==> config.mk <==
export PLATFORM = sky130hd
export DESIGN_NAME = lcd_nibble_interface_writer_flat
export DESIGN_NICKNAME = d
export VERILOG_FILES = /design/src/hdl/lcdw_pkg.sv /design/src/hdl/lcdw_if.sv /design/src/hdl/lcd_nibble_interface_writer.sv /design/src/flat_wrapper.sv
export SDC_FILE = /design/constraint.sdc
export NUM_CORES = 1
export LEC_CHECK = 0
export BUFFER_PORTS_ARGS = -buffer_cell sky130_fd_sc_hd__buf_2
export CAP_MARGIN = 20
export CORE_MARGIN = 5
export CORE_UTILIZATION = 35
export DETAILED_ROUTE_END_ITERATION = 6
export PLACE_DENSITY_LB_ADDON = 0.15
export SLEW_MARGIN = 20
export SYNTH_ARGS = -nofsm -noshare
export SYNTH_HDL_FRONTEND = slang
export SYNTH_SLANG_ARGS = --single-unit
==> constraint.sdc <==
create_clock -name i_clk -period 3.9 [get_ports i_clk]
set_input_delay 0.39 -clock i_clk [delete_from_list [all_inputs] [get_ports i_clk]]
set_output_delay 0.39 -clock i_clk [all_outputs]
set_load 0.01 [all_outputs]
==> src/hdl/lcdw_pkg.sv <==
// Shared types and constants for the LCD nibble bus writer.
`timescale 1ns / 1ps
package lcdw_pkg;

    typedef logic [1:0]  t_mode;
    typedef logic [7:0]  t_byte;
    typedef logic [3:0]  t_nibble;
    typedef logic [15:0] t_ticks;
    typedef logic [1:0]  t_cfg_idx;

    localparam t_mode MODE_TICK  = 2'd0;
    localparam t_mode MODE_INSTR = 2'd1;
    localparam t_mode MODE_DATA  = 2'd2;

    localparam t_cfg_idx CFG_SHORT_WAIT = 2'd0;
    localparam t_cfg_idx CFG_LONG_WAIT  = 2'd1;

    localparam t_ticks SHORT_WAIT_RST = 16'd40;
    localparam t_ticks LONG_WAIT_RST  = 16'd2000;

    localparam t_byte   CMD_CLEAR   = 8'h01;
    localparam t_byte   CMD_HOME    = 8'h02;
    localparam t_nibble FUNC_SET_HI = 4'h2;

endpackage

==> src/hdl/lcdw_if.sv <==
// Handshake channels of the LCD nibble bus writer: input word, result word, register write.
`timescale 1ns / 1ps
interface lcdw_in_if;
    logic               valid;
    logic               ready;
    lcdw_pkg::t_mode    mode;
    lcdw_pkg::t_byte    value_byte;

    modport source (output valid, output mode, output value_byte, input ready);
    modport sink   (input valid, input mode, input value_byte, output ready);
endinterface

interface lcdw_out_if;
    logic               valid;
    logic               ready;
    logic               select_line;
    logic               enable_line;
    lcdw_pkg::t_nibble  bus_nibble;
    logic               busy_res;
    logic               rejected;

    modport source (output valid, output select_line, output enable_line,
                    output bus_nibble, output busy_res, output rejected, input ready);
    modport sink   (input valid, input select_line, input enable_line,
                    input bus_nibble, input busy_res, input rejected, output ready);
endinterface

interface lcdw_cfg_if;
    logic               valid;
    logic               ready;
    lcdw_pkg::t_cfg_idx idx;
    lcdw_pkg::t_ticks   data;

    modport source (output valid, output idx, output data, input ready);
    modport sink   (input valid, input idx, input data, output ready);
endinterface

==> src/hdl/lcd_nibble_interface_writer.sv <==
// Top level: 4-bit character LCD bus writer, one input word per timing tick.
// Results land in the output register, or in the skid entry while the output stalls.
// Throughput: one input word per cycle; a two-entry output stage keeps accepting
//   while one result waits, and ready drops only when both entries are full.
// Register writes are always accepted.
// Reset: synchronous active low; bus state idles, wait registers return to 40 and 2000.
`timescale 1ns / 1ps
module lcd_nibble_interface_writer (
    input  logic        i_clk,
    input  logic        i_rst_n,
    lcdw_in_if.sink     i_in,
    lcdw_out_if.source  o_out,
    lcdw_cfg_if.sink    i_cfg
);
    import lcdw_pkg::*;

    localparam logic [1:0] PH_IDLE = 2'd0;
    localparam logic [1:0] PH_LOW  = 2'd1;
    localparam logic [1:0] PH_GAP  = 2'd2;

    typedef struct packed {
        logic    select_line;
        logic    enable_line;
        t_nibble bus_nibble;
        logic    busy_res;
        logic    rejected;
    } t_res;

    t_ticks     r_short_wait, r_long_wait;
    logic [1:0] r_phase, n_phase;
    logic [1:0] r_nib_left, n_nib_left;
    t_ticks     r_wait_cnt, n_wait_cnt;
    t_byte      r_held_byte, n_held_byte;
    logic       r_held_sel, n_held_sel;
    logic       r_enable, n_enable;
    t_nibble    r_bus, n_bus;
    logic       r_long_flag, n_long_flag;

    t_res       n_res, r_out, r_skid;
    logic       r_out_valid, r_skid_valid;

    logic       in_acc, out_take, wants, rejected, load;
    t_ticks     wait_sel, wc_dec;
    logic [1:0] nl_dec;

    assign i_cfg.ready = 1'b1;
    assign i_in.ready  = !r_skid_valid;
    assign in_acc      = i_in.valid && !r_skid_valid;
    assign out_take    = r_out_valid && o_out.ready;

    always_ff @(posedge i_clk) begin
        if (!i_rst_n) begin
            r_short_wait <= SHORT_WAIT_RST;
            r_long_wait  <= LONG_WAIT_RST;
        end else if (i_cfg.valid) begin
            case (i_cfg.idx)
                CFG_SHORT_WAIT: r_short_wait <= i_cfg.data;
                CFG_LONG_WAIT:  r_long_wait  <= i_cfg.data;
                default: ;
            endcase
        end
    end

    always_comb begin
        n_phase     = r_phase;
        n_nib_left  = r_nib_left;
        n_wait_cnt  = r_wait_cnt;
        n_held_byte = r_held_byte;
        n_held_sel  = r_held_sel;
        n_enable    = r_enable;
        n_bus       = r_bus;
        n_long_flag = r_long_flag;
        wants       = (i_in.mode == MODE_INSTR) || (i_in.mode == MODE_DATA);
        rejected    = 1'b0;
        load        = 1'b0;
        wc_dec      = r_wait_cnt - {15'd0, (r_wait_cnt != '0)};
        nl_dec      = r_nib_left - {1'b0, (r_nib_left != '0)};

        case (r_phase)
            PH_LOW: begin
                rejected   = wants;
                n_wait_cnt = wc_dec;
                if (wc_dec == '0) begin
                    n_enable   = 1'b1;
                    n_nib_left = nl_dec;
                    n_phase    = (nl_dec == '0) ? PH_IDLE : PH_GAP;
                end
            end
            PH_GAP: begin
                rejected = wants;
                // repeated high nibble of a function set takes the short wait
                if (r_nib_left == 2'd2 && r_held_byte[7:4] == FUNC_SET_HI && !r_held_sel)
                    n_long_flag = 1'b0;
                load = 1'b1;
            end
            default: begin
                n_phase  = PH_IDLE;
                n_enable = 1'b1;
                if (wants) begin
                    n_held_byte = i_in.value_byte;
                    n_held_sel  = (i_in.mode == MODE_DATA);
                    if (i_in.mode == MODE_INSTR) begin
                        n_long_flag = (i_in.value_byte == CMD_CLEAR) ||
                                      (i_in.value_byte == CMD_HOME);
                        n_nib_left  = (i_in.value_byte[7:4] == FUNC_SET_HI) ? 2'd3 : 2'd2;
                    end else begin
                        n_long_flag = 1'b0;
                        n_nib_left  = 2'd2;
                    end
                    load = 1'b1;
                end
            end
        endcase

        wait_sel = n_long_flag ? r_long_wait : r_short_wait;
        if (load) begin
            n_bus      = (n_nib_left == 2'd1) ? n_held_byte[3:0] : n_held_byte[7:4];
            n_enable   = 1'b0;
            n_wait_cnt = (wait_sel == '0) ? 16'd1 : wait_sel;
            n_phase    = PH_LOW;
        end

        n_res.select_line = n_held_sel;
        n_res.enable_line = n_enable;
        n_res.bus_nibble  = n_bus;
        n_res.busy_res    = (n_phase != PH_IDLE);
        n_res.rejected    = rejected;
    end

    always_ff @(posedge i_clk) begin
        if (!i_rst_n) begin
            r_phase     <= PH_IDLE;
            r_nib_left  <= '0;
            r_wait_cnt  <= '0;
            r_held_byte <= '0;
            r_held_sel  <= 1'b0;
            r_enable    <= 1'b1;
            r_bus       <= '0;
            r_long_flag <= 1'b0;
        end else if (in_acc) begin
            r_phase     <= n_phase;
            r_nib_left  <= n_nib_left;
            r_wait_cnt  <= n_wait_cnt;
            r_held_byte <= n_held_byte;
            r_held_sel  <= n_held_sel;
            r_enable    <= n_enable;
            r_bus       <= n_bus;
            r_long_flag <= n_long_flag;
        end
    end

    // output register plus one skid entry
    always_ff @(posedge i_clk) begin
        if (!i_rst_n) begin
            r_out_valid  <= 1'b0;
            r_skid_valid <= 1'b0;
        end else if (out_take || !r_out_valid) begin
            if (r_skid_valid) begin
                r_out_valid  <= 1'b1;
                r_skid_valid <= 1'b0;
            end else begin
                r_out_valid  <= in_acc;
            end
        end else if (in_acc) begin
            r_skid_valid <= 1'b1;
        end
    end

    always_ff @(posedge i_clk) begin
        if (out_take || !r_out_valid) begin
            if (r_skid_valid)
                r_out <= r_skid;
            else if (in_acc)
                r_out <= n_res;
        end else if (in_acc) begin
            r_skid <= n_res;
        end
    end

    assign o_out.valid       = r_out_valid;
    assign o_out.select_line = r_out.select_line;
    assign o_out.enable_line = r_out.enable_line;
    assign o_out.bus_nibble  = r_out.bus_nibble;
    assign o_out.busy_res    = r_out.busy_res;
    assign o_out.rejected    = r_out.rejected;

endmodule

==> src/flat_wrapper.sv <==
// flat-port wrapper written by rule: the top's interface ports become plain ports
module lcd_nibble_interface_writer_flat import lcdw_pkg::*;
  (i_clk, i_rst_n, i_in_valid, i_in_mode, i_in_value_byte, i_in_ready, o_out_valid, o_out_select_line, o_out_enable_line, o_out_bus_nibble, o_out_busy_res, o_out_rejected, o_out_ready, i_cfg_valid, i_cfg_idx, i_cfg_data, i_cfg_ready);
  lcdw_in_if i_in_i ();
  lcdw_out_if o_out_i ();
  lcdw_cfg_if i_cfg_i ();
  input  logic i_clk;
  input  logic i_rst_n;
  input wire logic [$bits(i_in_i.valid)-1:0] i_in_valid;
  input wire logic [$bits(i_in_i.mode)-1:0] i_in_mode;
  input wire logic [$bits(i_in_i.value_byte)-1:0] i_in_value_byte;
  output wire logic [$bits(i_in_i.ready)-1:0] i_in_ready;
  output wire logic [$bits(o_out_i.valid)-1:0] o_out_valid;
  output wire logic [$bits(o_out_i.select_line)-1:0] o_out_select_line;
  output wire logic [$bits(o_out_i.enable_line)-1:0] o_out_enable_line;
  output wire logic [$bits(o_out_i.bus_nibble)-1:0] o_out_bus_nibble;
  output wire logic [$bits(o_out_i.busy_res)-1:0] o_out_busy_res;
  output wire logic [$bits(o_out_i.rejected)-1:0] o_out_rejected;
  input wire logic [$bits(o_out_i.ready)-1:0] o_out_ready;
  input wire logic [$bits(i_cfg_i.valid)-1:0] i_cfg_valid;
  input wire logic [$bits(i_cfg_i.idx)-1:0] i_cfg_idx;
  input wire logic [$bits(i_cfg_i.data)-1:0] i_cfg_data;
  output wire logic [$bits(i_cfg_i.ready)-1:0] i_cfg_ready;
  assign i_in_i.valid = i_in_valid;
  assign i_in_i.mode = i_in_mode;
  assign i_in_i.value_byte = i_in_value_byte;
  assign i_in_ready = i_in_i.ready;
  assign o_out_valid = o_out_i.valid;
  assign o_out_select_line = o_out_i.select_line;
  assign o_out_enable_line = o_out_i.enable_line;
  assign o_out_bus_nibble = o_out_i.bus_nibble;
  assign o_out_busy_res = o_out_i.busy_res;
  assign o_out_rejected = o_out_i.rejected;
  assign o_out_i.ready = o_out_ready;
  assign i_cfg_i.valid = i_cfg_valid;
  assign i_cfg_i.idx = i_cfg_idx;
  assign i_cfg_i.data = i_cfg_data;
  assign i_cfg_ready = i_cfg_i.ready;
  lcd_nibble_interface_writer u_core (.i_clk(i_clk), .i_rst_n(i_rst_n), .i_in(i_in_i), .o_out(o_out_i), .i_cfg(i_cfg_i));
endmodule
# Word level (Yosys, flattened, before mapping)
# Cells that the tools add are included.
[totals]
register_bits = 85
inputBits = 33
output_inout_bits = 11
elab_cells = 95
[op_classes]
add_sub_neg = 2
eq_ne = 11
n_mux = 32
n_bitwise = 2
n_reduce_logical = 26
[op_table]
columns = ["cell", "count"]
rows = [
  ["$mux 16", 4],
  ["$logic_not 16->1", 2],
  ["$mux 8", 4],
  ["$reduce_bool 16->1", 1],
  ["$sub 16x1->16", 1],
  ["$mux 2", 6],
  ["$mux 1", 11],
  ["$reduce_and 2->1", 5],
  ["$eq 2x1->1 const B", 4],
  ["$eq 4x2->1 const B", 2],
  ["$eq 8x1->1 const B", 1],
  ["$eq 8x2->1 const B", 1],
  ["$mux 4", 2],
  ["$pmux 2 s2", 2],
  ["$reduce_bool 2->1", 4],
  ["$eq 2x2->1 const B", 3],
  ["$pmux 1 s2", 3],
  ["$logic_and 1x1->1", 4],
  ["$logic_not 2->1", 2],
  ["$reduce_or 2->1", 2],
  ["$logic_not 1->1", 3],
  ["$logic_or 1x1->1", 3],
  ["$not 1->1", 2],
  ["$sub 2x1->2", 1],
]

# Depth between registers and ports, before layout
[logic_depth]
word_depth = 10
mapped_depth = 16
depth_no_buf = 15

# Worst setup path before layout
# Ideal clock, no wire load.
[synth_timing]
path_kind = "register -> register"
startpoint = "reg u_core.r_wait_cnt[6]"
endpoint = "reg u_core.r_out, in the netlist u_core.o_out.bus_nibble[0], data pin"
setup_time_ps = 270
t_arrival_ps = 3608
t_required_ps = 3630
setup_slack_ps = 23
stages_incl_launch_ff = 17
n_path_buf = 1
synth_period_minus_slack_ps = 3877
path_cell_list = "dfxtp_1 clkbuf_8 nor4_1 nand2_1 or4_1 nor2_1 nand2_1 ha_1 ha_1 xnor2_1 nand4_1 a2111oi_0 nand4_1 o41a_1 a21oi_4 and3_2 o31ai_1"
[synth_via]
elab_chain_cells = 10
[synth_lines]
columns = ["element", "line", "rtl"]
rows = [
  ["start: declaration", "lcd_nibble_interface_writer.sv:32", "t_ticks r_wait_cnt, n_wait_cnt;"],
  ["start signal: assignment", "lcd_nibble_interface_writer.sv:143", "r_wait_cnt <= n_wait_cnt;"],
  ["$reduce_bool 16->1", "lcd_nibble_interface_writer.sv:76", "wc_dec = r_wait_cnt - {15'd0, (r_wait_cnt != '0)};"],
  ["$sub 16x1->16 *", "lcd_nibble_interface_writer.sv:76", ""],
  ["$logic_not 16->1 *", "lcd_nibble_interface_writer.sv:83", "if (wc_dec == '0) begin"],
  ["$mux 2 *", "lcd_nibble_interface_writer.sv:83", ""],
  ["$pmux 2 s2 *", "lcd_nibble_interface_writer.sv:79", "case (r_phase)"],
  ["$eq 2x1->1 *", "lcd_nibble_interface_writer.sv:117", "n_bus = (n_nib_left == 2'd1) ? n_held_byte[3:0] : n_held_byte[7:4];"],
  ["$mux 4 *", "lcd_nibble_interface_writer.sv:117", ""],
  ["$mux 4 *", "lcd_nibble_interface_writer.sv:116", "if (load) begin"],
  ["$mux 8 *", "lcd_nibble_interface_writer.sv:173", "else if (in_acc)"],
  ["$mux 8 *", "lcd_nibble_interface_writer.sv:171", "if (r_skid_valid)"],
  ["end signal: assignment", "lcd_nibble_interface_writer.sv:172", "r_out <= r_skid;"],
  ["end signal: assignment", "lcd_nibble_interface_writer.sv:174", "r_out <= n_res;"],
  ["end: declaration", "lcd_nibble_interface_writer.sv:39", "t_res n_res, r_out, r_skid;"],
]
# Mark *: on every way between the ends. The rest lies on a longest branch, timed or not. The select of a mux whose other input is x is not followed.
# A chain may end at the register's enable or synchronous reset.

# Worst setup path after layout
[layout_timing]
startpoint = "reg u_core.r_wait_cnt[5]"
endpoint = "reg u_core.r_skid[2] (netlist name), data pin"
[layout_via]
elab_chain_cells = 8
[layout_lines]
columns = ["element", "line", "rtl"]
rows = [
  ["$reduce_bool 16->1", "lcd_nibble_interface_writer.sv:76", ""],
  ["$sub 16x1->16 *", "lcd_nibble_interface_writer.sv:76", ""],
  ["$logic_not 16->1 *", "lcd_nibble_interface_writer.sv:83", ""],
  ["$mux 2 *", "lcd_nibble_interface_writer.sv:83", ""],
  ["$pmux 2 s2 *", "lcd_nibble_interface_writer.sv:79", ""],
  ["$eq 2x1->1 *", "lcd_nibble_interface_writer.sv:117", ""],
  ["$mux 4 *", "lcd_nibble_interface_writer.sv:117", ""],
  ["$mux 4 *", "lcd_nibble_interface_writer.sv:116", ""],
  ["net u_core.n_bus[0]", "lcd_nibble_interface_writer.sv:36", "t_nibble r_bus, n_bus;"],
  ["end signal: assignment", "lcd_nibble_interface_writer.sv:176", "r_skid <= n_res;"],
  ["end: declaration", "lcd_nibble_interface_writer.sv:39", ""],
]
# The timed path passes the listed nets; every way through them passes the cells marked *.

==> impl_metrics.csv <==
group,metric,value,unit
global_routing,antenna_found_initial,0,
power_and_ir_drop,p_per_area,538,nW/um^2
critical_path,startpoint,"u_core.r_wait_cnt[5]",
floorplan,fp-row-count,41,
routing,drc_errors,0,
power_and_ir_drop,pwr-share-clk,32.9,%
sta,setup_viol,9,
floorplan,io_pins,44,
floorplan,die_height,123,um
global_routing,grt_usage,17.4,%
global_routing,grt_pass1_wl,20.4,mm
critical_path,cp_common_cell,"or4_4",
synth,synth.most_common_cell,"nand2_1",
synth,avgSynthCellArea,8.16,um^2
power_and_ir_drop,power_frac_comb,32.5,%
synth,ys_top_cells_by_count,"nand2_1 (134), dfxtp_1 (69), a21oi_1 (49)",
finish,stdcell_count,774,
clocking,cts_sinks,85,
placed_design,gp_congestion,0.886,
floorplan,start_util,35.4,%
finish,diodes,0,
synth,ys_seq_elements,85,
finish,multi_input_area,2500,um^2
critical_path,reg2reg_from,"u_core.r_wait_cnt[5]",
placed_design,dp_slack,-0.227,ns
critical_path,crit_required,3.97,ns
routing,drtPass1Iterations,4,
synth,yosysWarnings,0,
global_routing,overflow,0,
routing,totalWireLength,12.6,mm
routing,num_vias,4130,
clocking,clock_path_buffers,2,
synth,ys.flop_type,"dfxtp_1",
power_and_ir_drop,p_sw_share,31.6,%
power_and_ir_drop,intPower,2.00,mW
outcome,failed_checks,"negative setup slack",
clocking,clkTransAtPathRegs,0.06,ns
power_and_ir_drop,p_sw,0.922,mW
sta,rsz0062_at_grt,"true",
clocking,ctsRootBufferMaster,"clkbuf_16",
sta,fmax,0.251,GHz
synth,syn_inst,543,
clocking,cts_tree,"yes",
placed_design,dp_cells,753,
clocking,clock_latency,0.35,ns
power_and_ir_drop,vdd_drop_max,285,uV
outcome,status,"finished, violations left",
hold_path,worstHoldStart,"i_cfg_data[6]",
synth,synth-edff-count,16,
critical_path,startpoint_type,"flip-flop",
sta,maxSlewViolCount,0,
finish,drive_gt1_share,21.8,%
sta,hold_violations,0,
critical_path,max_stage_delay,0.53,ns
synth,yosysSeqAreaShare,42.0,%
global_routing,grt_pass1_vias,4006,
finish,nFillCells,1287,
placed_design,hpwl,8.93,mm
floorplan,die_area,15000,um^2
critical_path,worstSetupEndpointType,"flip-flop",
routing,drtIter0Drc,321,
routing,post_drt_wl_per_cell,16.3,um
critical_path,cpMaxStageDelayCell,"or4_4",
clocking,cts_buffers,9,
synth,yosysTopAreaCell,"dfxtp_1",
routing,via_per_inst,5.34,
critical_path,crit_chain,"or4_4 > or4_4 > nor2_4 > nand2_2 > ha_4 > or3b_1 > buf_6 > nor4_1 > xnor2_1 > nand4_1 > o41a_1 > a21oi_4 > and3_4 > o31ai_2",
sta,clock_skew,0.00795,ns
synth,yosysTopAreaCellShare,31.2,%
sta,max-slew-margin-rel,33.7,%
finish,regArea,1860,um^2
finish,nets,637,
clocking,ctsHoldBuffers,0,
floorplan,coreArea,12500,um^2
synth,ys_top_cells_by_area,"dfxtp_1 (31%), nand2_1 (11%), edfxtp_1 (11%), a21oi_1 (5.5%), mux2i_1 (3.6%)",
sta,tightest_slew,0.984,ns
sta,period_needed,3.99,ns
sta,post-route-period-util,102,%
finish,areaGrowthSynthToFinish,22.3,%
critical_path,cp_data_arrival_time,4.06,ns
placed_design,io_buffers,42,
routing,ant_nets,0,
critical_path,path_max_fanout,9,
critical_path,crit_type,"reg -> reg",
synth,synthDistinctLibCells,63,
floorplan,die_w,123,um
job,drv_cap,0,
synth,syn_nets,583,
synth,async_flop_share,0,%
global_routing,grt_start_max_net_pins,35,
power_and_ir_drop,leakage,2.04,nW
hold_path,hold_path.class,"in -> reg",
synth,synth.cell_area,4430,um^2
power_and_ir_drop,p_seq_share,34.5,%
sta,fin_ws,-0.0887,ns
clocking,htree_levels,3,
[cells in the final DEF (no fill, tap or decap), drive strengths merged, types with 7 or more instances in the layout]
cell and count:
a21oi 50, a22oi 8, and3 8, buf 76
clkbuf 12, dfxtp 69, edfxtp 16, ha 7
inv 10, mux2 7, mux2i 16, nand2 134
nand3 11, nand4 7, nor2 32, nor3 8
nor4 15, o21ai 22, o31ai 9
[power by group through the flow]
stage	sequential (mW)	combinational, mW	clock [mW]
after floorplan	1.02	0.527	0
after CTS	1.00	0.862	0.982
after detailed placement	1.02	0.804	0
after global placement	1.02	0.811	0
after global routing	1.01	1.04	1.02
final	1.01	0.949	0.960
[worst max-delay path: cells and delay by family, from the launching register on]
family / cells / cell delay, ns
simple gates: 8 / 1.96
fa+ha+maj: 1 / 0.18
flops: 1 / 0.31
compound gates: 3 / 0.84
buf+inv: 1 / 0.15
xor+xnor: 1 / 0.28
[through the flow]
step | TNS, ns | instance area, um^2 | hold WS (ns) | utilization (%) | power [mW]
global route | -1.84 | 5420 | 0.265 | 43.3 | 3.07
detailed placement | -2.46 | 4910 | 0.453 | 39.2 | 1.82
CTS | 0 | 5310 | 0.245 | 42.4 | 2.85
global placement | -2.23 | 4910 | 0.449 | 39.2 | 1.83
floorplan | 0 | 4430 | 0.437 | - | 1.55
finish | -0.583 | 5420 | 0.259 | 43.3 | 2.92
[layer usage]
metal	global-route usage [%]	wire [um]
met5	0	0
met4	8.26	308
met3	4.15	697
met1	21.7	5580
met2	28.3	6040
[sequential cells by signal (all words and copies together), names as in the netlist, 2 cells and up]
name	count
u_core.r_phase	2
u_core.r_skid	8
u_core.r_held_byte	8
u_core.r_short_wait	16
u_core.r_nib_left	2
u_core.r_bus	4
u_core.r_long_wait	16
u_core.r_wait_cnt	16
u_core.o_out.bus_nibble	4
[cell families after synthesis]
family	synth area share, %
flip-flops	42.0
AND/OR/NAND/NOR	26.9
adder cells (fa/ha/maj)	1.98
buffers and inverters	4.77
other	0.0846
multiplexers	5.39
XOR/XNOR	1.19
AO/OA/AOI/OAI	17.7
[path summary, 6_finish.rpt]
path	slack (ns)	cells past startpoint	endpoint
worst max-delay path	-0.09	14	u_core.r_skid[2]
worst min-delay path	0.26	3	u_core.r_long_wait[6]
worst max register to register	-0.09	14	u_core.r_skid[2]
worst min register to register	0.46	2	u_core.r_held_byte[2]
[what timing repair did]
action | in CTS | in global routing
setup buffers | 0 | 5
pin swaps | 7 | 22
endpoints found under the setup margin | 16 | 16
gates resized for setup | 15 | 12
gates cloned | 0 | 0
[layout make-up]
cell class | count | area share, %
Sequential cell | 85 | 34.4
Multi-Input combinational cell | 415 | 46.1
Timing Repair Buffer | 76 | 8.66
Clock inverter | 4 | 0.900
Clock buffer | 12 | 5.33
Inverter | 10 | 0.693
Tap cell | 172 | 3.97
Note: power is estimated with default switching activity, not from simulation.
